### src/rtl/core/rolling_hash_palindrome_query_defines.svh
// Assertion macros used by the hash engine top level
`ifndef ROLLING_HASH_PALINDROME_QUERY_DEFINES_SVH
`define ROLLING_HASH_PALINDROME_QUERY_DEFINES_SVH

// Same-cycle implication, checked out of reset
`define RHPQ_ASSERT_NOW(lbl, ante, cons, msg) \
  lbl: assert property (@(posedge clk) disable iff (!rst_n) (ante) |-> (cons)) else $error(msg);

// Next-cycle implication, checked out of reset
`define RHPQ_ASSERT_NEXT(lbl, ante, cons, msg) \
  lbl: assert property (@(posedge clk) disable iff (!rst_n) (ante) |=> (cons)) else $error(msg);

`endif

### src/rtl/core/rhpq_pkg.sv
// Types and constants of the rolling hash palindrome query engine
package rhpq_pkg;

  localparam int H1_W       = 30;
  localparam int H2_W       = 27;
  localparam int SPAN_W     = 13;
  localparam int CHAR_W     = 8;
  localparam int REQ_W      = 2;
  localparam int ST_W       = 2;
  localparam int CFG_IDX_W  = 1;
  localparam int CFG_DATA_W = 30;
  // multiplier operand bits, one consumed per step
  localparam int MUL_BITS   = 30;
  localparam int CNT_W      = 5;

  localparam logic [H1_W-1:0] MOD_ONE       = 30'd998244353;
  localparam logic [H1_W-1:0] EXP_ONE       = 30'd998244351;
  localparam logic [H2_W-1:0] MOD_TWO       = 27'd79020979;
  localparam logic [H2_W-1:0] EXP_TWO       = 27'd79020977;
  localparam logic [H1_W-1:0] RADIX_ONE_RST = 30'd2092427;
  localparam logic [H2_W-1:0] RADIX_TWO_RST = 27'd870083;

  typedef enum logic [REQ_W-1:0] {
    REQ_CLEAR  = 2'd0,
    REQ_APPEND = 2'd1,
    REQ_QUERY  = 2'd2,
    REQ_NONE   = 2'd3
  } req_t;

  typedef enum logic [ST_W-1:0] {
    ST_OK   = 2'd0,
    ST_BAD  = 2'd1,
    ST_FULL = 2'd2
  } status_t;

  typedef enum logic [CFG_IDX_W-1:0] {
    CFG_RADIX_ONE = 1'b0,
    CFG_RADIX_TWO = 1'b1
  } cfg_idx_t;

  // what the shared multipliers are working on
  typedef enum logic [1:0] {
    OP_POW = 2'd0,
    OP_APP = 2'd1,
    OP_QRY = 2'd2
  } op_t;

  typedef struct packed {
    logic capture;
    logic decode;
    logic pw_init;
    logic mul_load;
    logic mul_step;
    logic pw_update;
    logic clr_commit;
    logic app_commit;
    logic rd_sel;
    logic cap_a;
    logic cap_b;
    logic out_load;
    op_t  op;
  } cmd_t;

  typedef struct packed {
    req_t req;
    logic full;
    logic bad;
    logic empty;
  } sts_t;

  typedef enum logic [11:0] {
    S_IDLE   = 12'b000000000001,
    S_DEC    = 12'b000000000010,
    S_PWINIT = 12'b000000000100,
    S_MLOAD  = 12'b000000001000,
    S_MRUN   = 12'b000000010000,
    S_PWUPD  = 12'b000000100000,
    S_CLR    = 12'b000001000000,
    S_APP    = 12'b000010000000,
    S_QA     = 12'b000100000000,
    S_QB     = 12'b001000000000,
    S_QC     = 12'b010000000000,
    S_DONE   = 12'b100000000000
  } state_t;

endpackage

### src/rtl/core/rhpq_ctrl.sv
// Controller: sequences decode, exponentiation, appends, queries and result handoff
module rhpq_ctrl (
  input  logic           clk,
  input  logic           rst_n,
  input  logic           in_valid,
  output logic           in_ready,
  output logic           out_valid,
  input  logic           out_ready,
  input  rhpq_pkg::sts_t sts,
  output rhpq_pkg::cmd_t cmd
);

  localparam int CW = rhpq_pkg::CNT_W;

  rhpq_pkg::state_t state_r, state_nxt;
  rhpq_pkg::op_t    op_r, op_nxt;
  logic [CW-1:0]    step_r, step_nxt, iter_r, iter_nxt;
  logic             out_valid_r, out_valid_nxt;
  logic             last_step, last_iter;

  assign last_step = (step_r == CW'(rhpq_pkg::MUL_BITS - 1));
  assign last_iter = (iter_r == CW'(rhpq_pkg::MUL_BITS - 1));
  assign in_ready  = (state_r == rhpq_pkg::S_IDLE);
  assign out_valid = out_valid_r;

  always_comb begin
    state_nxt = state_r;
    op_nxt    = op_r;
    step_nxt  = step_r;
    iter_nxt  = iter_r;
    cmd       = '0;
    cmd.op    = op_r;
    case (state_r)
      rhpq_pkg::S_IDLE: begin
        if (in_valid) begin
          cmd.capture = 1'b1;
          state_nxt   = rhpq_pkg::S_DEC;
        end
      end
      rhpq_pkg::S_DEC: begin
        cmd.decode = 1'b1;
        case (sts.req)
          rhpq_pkg::REQ_CLEAR:  state_nxt = rhpq_pkg::S_PWINIT;
          rhpq_pkg::REQ_APPEND: begin
            op_nxt    = rhpq_pkg::OP_APP;
            state_nxt = sts.full ? rhpq_pkg::S_DONE : rhpq_pkg::S_MLOAD;
          end
          rhpq_pkg::REQ_QUERY: begin
            state_nxt = (sts.bad || sts.empty) ? rhpq_pkg::S_DONE : rhpq_pkg::S_QA;
          end
          default: state_nxt = rhpq_pkg::S_DONE;
        endcase
      end
      rhpq_pkg::S_PWINIT: begin
        cmd.pw_init = 1'b1;
        op_nxt      = rhpq_pkg::OP_POW;
        iter_nxt    = '0;
        state_nxt   = rhpq_pkg::S_MLOAD;
      end
      rhpq_pkg::S_MLOAD: begin
        cmd.mul_load = 1'b1;
        step_nxt     = '0;
        state_nxt    = rhpq_pkg::S_MRUN;
      end
      rhpq_pkg::S_MRUN: begin
        cmd.mul_step = 1'b1;
        step_nxt     = step_r + CW'(1);
        if (last_step) begin
          case (op_r)
            rhpq_pkg::OP_POW: state_nxt = rhpq_pkg::S_PWUPD;
            rhpq_pkg::OP_APP: state_nxt = rhpq_pkg::S_APP;
            default:          state_nxt = rhpq_pkg::S_DONE;
          endcase
        end
      end
      rhpq_pkg::S_PWUPD: begin
        cmd.pw_update = 1'b1;
        iter_nxt      = iter_r + CW'(1);
        state_nxt     = last_iter ? rhpq_pkg::S_CLR : rhpq_pkg::S_MLOAD;
      end
      rhpq_pkg::S_CLR: begin
        cmd.clr_commit = 1'b1;
        state_nxt      = rhpq_pkg::S_DONE;
      end
      rhpq_pkg::S_APP: begin
        cmd.app_commit = 1'b1;
        state_nxt      = rhpq_pkg::S_DONE;
      end
      rhpq_pkg::S_QA: begin
        state_nxt = rhpq_pkg::S_QB;
      end
      rhpq_pkg::S_QB: begin
        cmd.rd_sel = 1'b1;
        cmd.cap_a  = 1'b1;
        state_nxt  = rhpq_pkg::S_QC;
      end
      rhpq_pkg::S_QC: begin
        cmd.cap_b = 1'b1;
        op_nxt    = rhpq_pkg::OP_QRY;
        state_nxt = rhpq_pkg::S_MLOAD;
      end
      rhpq_pkg::S_DONE: begin
        if (!out_valid_r || out_ready) begin
          cmd.out_load = 1'b1;
          state_nxt    = rhpq_pkg::S_IDLE;
        end
      end
      default: state_nxt = rhpq_pkg::S_IDLE;
    endcase
  end

  // result register valid: set on load, cleared when the transaction completes
  always_comb begin
    out_valid_nxt = out_valid_r;
    if (cmd.out_load) begin
      out_valid_nxt = 1'b1;
    end else if (out_ready) begin
      out_valid_nxt = 1'b0;
    end
  end

  always_ff @(posedge clk) begin
    if (!rst_n) begin
      state_r     <= rhpq_pkg::S_IDLE;
      op_r        <= rhpq_pkg::OP_APP;
      step_r      <= '0;
      iter_r      <= '0;
      out_valid_r <= 1'b0;
    end else begin
      state_r     <= state_nxt;
      op_r        <= op_nxt;
      step_r      <= step_nxt;
      iter_r      <= iter_nxt;
      out_valid_r <= out_valid_nxt;
    end
  end

endmodule

### config.mk
export PLATFORM = sky130hd
export DESIGN_NAME = rhpq_ctrl
export DESIGN_NICKNAME = d
export VERILOG_FILES = /design/src/rtl/core/rolling_hash_palindrome_query_defines.svh /design/src/rtl/core/rhpq_pkg.sv /design/src/rtl/core/rhpq_ctrl.sv
export SDC_FILE = /design/constraint.sdc
export NUM_CORES = 1
export LEC_CHECK = 0
export ABC_AREA = 1
export BUFFER_PORTS_ARGS = -buffer_cell sky130_fd_sc_hd__buf_2
export CAP_MARGIN = 20
export CORE_UTILIZATION = 50
export CTS_BUF_LIST = sky130_fd_sc_hd__clkbuf_16
export CTS_CLUSTER_SIZE = 14
export DETAILED_ROUTE_END_ITERATION = 16
export PLACE_DENSITY = 0.74
export SETUP_SLACK_MARGIN = 0.4
export SLEW_MARGIN = 20
export SYNTH_ARGS = -nofsm -noshare
export SYNTH_HDL_FRONTEND = slang
export SYNTH_SLANG_ARGS = --single-unit
export TNS_END_PERCENT = 5
### constraint.sdc
create_clock -name clk -period 1.2 [get_ports clk]
set_input_delay 0.06 -clock clk [delete_from_list [all_inputs] [get_ports clk]]
set_output_delay 0.06 -clock clk [all_outputs]
set_load 0.02 [all_outputs]
Yosys cells after proc, flatten, opt, wreduce, memory -nomap -nowiden
Index checks and enable logic that the tools add are counted.
- register bits: 25
- bits of input ports: 9
- output and inout port bits: 16
- logic and storage cells: 69
- add/subtract/negate cells: 2
- equal/unequal tests: 21
- muxes and demuxes: 28
- reductions and logical operators: 13
- operator list (cell ; count):
    case mux 12 bit (10 select lines) ; 1
    2-to-1 mux 12 bit ; 5
    case mux 12 bit (3 select lines) ; 1
    case mux 12 bit (2 select lines) ; 1
    case mux 5 bit (2 select lines) ; 2
    2-to-1 mux 1 bit ; 14
    equality test 12 x 1 -> 1 bit (second input constant) ; 1
    equality test 12 x 10 -> 1 bit (second input constant) ; 1
    equality test 12 x 11 -> 1 bit (second input constant) ; 1
    equality test 12 bit (second input constant) ; 1
    equality test 12 x 2 -> 1 bit (second input constant) ; 1
    equality test 12 x 3 -> 1 bit (second input constant) ; 1
    equality test 12 x 4 -> 1 bit (second input constant) ; 1
    equality test 12 x 5 -> 1 bit (second input constant) ; 1
    equality test 12 x 6 -> 1 bit (second input constant) ; 1
    equality test 12 x 7 -> 1 bit (second input constant) ; 1
    equality test 12 x 8 -> 1 bit (second input constant) ; 1
    equality test 12 x 9 -> 1 bit (second input constant) ; 1
    adder 5 x 1 -> 5 bit (second input constant) ; 2
    equality test 5 bit (second input constant) ; 2
    2-to-1 mux 7 bit ; 1
    inequality test 2 bit (second input constant) ; 3
    case mux 2 bit (3 select lines) ; 1
    nonzero test 2 bit ; 3
    other kinds (11) ; 16

Depth between registers and ports, before layout
- depth after elaboration: 5
- gate-level depth with buffers: 10
- depth with buffers taken out: 10

Worst setup path after synthesis
OpenSTA, ideal clock, no wires.
- path kind: reg2reg
- start: reg state_r[8]
- end: reg op_r[0]
- setup time: 0.127 ns
- arrival time: 1.181 ns
- data required time: 1.073 ns
- slack: -0.109 ns
- stages on the path, launching flop included: 9
- path buffers: 0
- period minus slack after synthesis: 1.309 ns
- cell sequence: dfxtp_1 nor2_1 nand2_4 nor2_4 nand2_2 inv_1 a21oi_1 nand2_1 o211ai_1
- word-level cells in the longest chain between the ends: 3
- elaborated cells on any way between the ends: 7
- classes of those cells: 4 x eq/ne; 1 x mux; 2 x reduce/logical
- ends and longest elaborated chain (what ; RTL line ; RTL):
    start, declared ; rhpq_ctrl.sv:15 ; rhpq_pkg::state_t state_r, state_nxt;
    start signal, assigned ; rhpq_ctrl.sv:124 ; state_r <= rhpq_pkg::S_IDLE;
    start signal, assigned ; rhpq_ctrl.sv:130 ; state_r <= state_nxt;
    equality test 12 x 2 -> 1 bit, or another cell as far along ; rhpq_ctrl.sv:33 ; case (state_r)
    inequality test 2 x 1 -> 1 bit (no line) or nonzero test 3 bit (tied branches) ; - ;
    AND reduction 2 bit (no line) ; - ;
    end signal, assigned ; rhpq_ctrl.sv:125 ; op_r <= rhpq_pkg::OP_APP;
    end signal, assigned ; rhpq_ctrl.sv:131 ; op_r <= op_nxt;
    end, declared ; rhpq_ctrl.sv:16 ; rhpq_pkg::op_t op_r, op_nxt;
Parallel ways exist; a longest one is shown, timed or not.
A chain may end at the register's enable or synchronous reset.

==> impl_metrics.tcl <==
set metrics [dict create \
    grt_max_degree 14 \
    postLayoutCoreUtil_pct 81.8 \
    numClockSinks 25 \
    clock_skew_ps 2.15 \
    tritoncts "done" \
    final_layout_size_suffix_gt1_share_pct 44.9 \
    n_antenna_cell 0 \
    max_cap_viol_count 0 \
    r2r_setup_slack_ps -290 \
    crit_path_start_kind "flop" \
    cp_slowest_cell "dfxtp_4" \
    fmax_mhz 657 \
    crit_required_ps 1140 \
    wirelength_um 4410 \
    period_share_pct 127 \
    globalRouteOverflowTotal 0 \
    ir_drop_mv 0.716 \
    power_density_nw_per_um2 1490 \
    endpoint_kind "output pin" \
    drt_iter0_drc 83 \
    path_common_cell "nor2_4" \
    antenna_found_initial 0 \
    violations "DRC, hold timing, setup timing" \
    layout_common_cells "nand2_1 (43), buf_4 (38), nor2_1 (29)" \
    ys_types 28 \
    synth.avg_cell_area_sq_um 6.59 \
    run_status "finished with violations" \
    tightest_slew_ps 362 \
    die-area_sq_um 3240 \
    dieHeight_um 57.0 \
    wire_per_inst_um 13.6 \
    vias 1658 \
    slew_violations 0 \
    setup_viol 34 \
    io_pins 25 \
    insertion_delay_ps 260 \
    min_period_ps 1520 \
    fin_nets 306 \
    place_area_sq_um 1880 \
    critical_path_class "flop to output pin" \
    rsz0062_at_grt "true" \
    cts_buffer_depth 2 \
    final_cell_area_sq_um 2300 \
    hold_class "primary input to flop" \
    firstDrtPassIters 10 \
    syn_area_sq_um 1510 \
    cts_root_buf "clkbuf_16" \
    synth_nets 242 \
    cp_cell_sequence "nor2_4 > nand2_4 > nor2_4 > inv_2 > nor4_4 > buf_4" \
    seq_area_frac_synth_pct 33.1 \
    drc 2 \
    gp_congestion 0.891 \
    slowest_delay_ps 360 \
    synthCells 229 \
    crit_arrival_ps 1460 \
    dp_hpwl_um 2820 \
    rows 19 \
    holdWs_ps -8.21 \
    synth_warnings 0 \
    syn_to_final_growth_pct 52.0 \
    grt_usage_pct 26.8 \
    place.port_buffers 24 \
    antenna_left 0 \
    critPathMaxFanout 4 \
    grt_pass1_vias 1528 \
    die_width_um 57.0 \
    power_uw 3430 \
    p_leak_uw 0.00112 \
    final-hold-violation-count 1 \
    slew_headroom_pct 75.8 \
    start_util_pct 53.8 \
    ys_ff_latch 25 \
    setup_ws_ps -322 \
    core_sq_um 2810 \
    clkTransAtPathRegs_ps 70 \
    final_common_cell "nand2_1" \
    numCtsBuffers 3 \
    place_ws_ps -159 \
    via_per_inst 5.13 \
    grt_pass1_wl_um 6710 \
    h-tree-depth 1 \
]
-- metrics by stage --
step | std cells | TNS, ps
floorplan | 229 | -122
global placement | 310 | -1800
detailed placement | 310 | -2160
CTS | 320 | -4580
global route | 323 | -8440
finish | 323 | -5910
-- metal layers --
| layer | up-vias | share of wire (%) | GRT usage [%] |
|---|---|---|---|
| li1 | 836 | - | - |
| met1 | 759 | 42 | 33.4 |
| met2 | 50 | 49 | 46.7 |
| met3 | 13 | 5.5 | 3.85 |
| met4 | 0 | 3.6 | 10.5 |
| met5 | - | 0 | 0 |
-- registers in the layout, indices dropped and copies added, names as in the netlist --
register / flops
iter_r: 5
op_r: 2
out_valid: 1
state_r: 12
step_r: 5
-- worst max-delay path, delay by kind of cell (launching register included) --
| family | cells | cell delay [ps] |
|---|---|---|
| simple gates | 4 | 560 |
| buf+inv | 2 | 280 |
| flops | 1 | 360 |
-- synth_stat cells --
library cell | number | area [sq um]
nand2_1 | 52 | 195
nor2_1 | 35 | 131
inv_1 | 33 | 124
dfxtp_1 | 25 | 500
a21oi_1 | 12 | 60.1
nand3_1 | 10 | 50.1
nor3_1 | 8 | 40.0
nand2_2 | 6 | 37.5
inv_2 | 5 | 18.8
nand4_1 | 5 | 31.3
nor2_4 | 5 | 56.3
ha_1 | 4 | 50.1
o21ai_0 | 4 | 20.0
xnor2_1 | 4 | 35.0
buf_4 | 3 | 22.5
nor4_1 | 3 | 18.8
clkinv_1 | 2 | 7.51
nand2_4 | 2 | 22.5
o211ai_1 | 2 | 15.0
buf_2 | 1 | 5.00
clkbuf_1 | 1 | 3.75
nor2_2 | 1 | 6.26
nor2_8 | 1 | 20.0
nor3b_1 | 1 | 7.51
nor4_2 | 1 | 12.5
or2_0 | 1 | 6.26
or2_1 | 1 | 6.26
or2_2 | 1 | 6.26
-- timing repair --
item                                    CTS  global route
hold endpoints to repair                  1             1
buffers inserted                          6             3
gates resized for setup                  52            35
pin swaps                                12             8
endpoints found under the setup margin   41            41
gates cloned                              0             0
-- worst paths after layout --
path | start | end | depth (start not counted)
setup / recovery | state_r[2] | cmd[2] | 6
hold / removal | sts[3] | state_r[2] | 2
setup reg to reg | state_r[2] | state_r[4] | 12
hold reg to reg | step_r[4] | step_r[4] | 2
-- cell type report --
type | instances | area [sq um]
Multi-Input combinational cell | 159 | 993
Sequential cell | 25 | 520
Timing Repair Buffer | 64 | 509
Fill cell | 172 | 509
Inverter | 40 | 155
Clock buffer | 3 | 75.1
Tap cell | 31 | 38.8
Clock inverter | 1 | 3.75
-- cells by family after synthesis --
kind of cell,Yosys count,synth area share (%)
compound gates,18,6.30
xor+xnor,4,2.32
fa+ha+maj,4,3.31
buf+inv,45,12.0
flops,25,33.1
simple gates,133,42.9
-- where the power goes --
part | internal [uW] | switching [uW] | total, uW
clock network | 447 | 311 | 757
logic | 783 | 925 | 1710
registers | 896 | 67.7 | 963
total | 2130 | 1300 | 3430
Note: power is estimated with default switching activity, not from simulation.
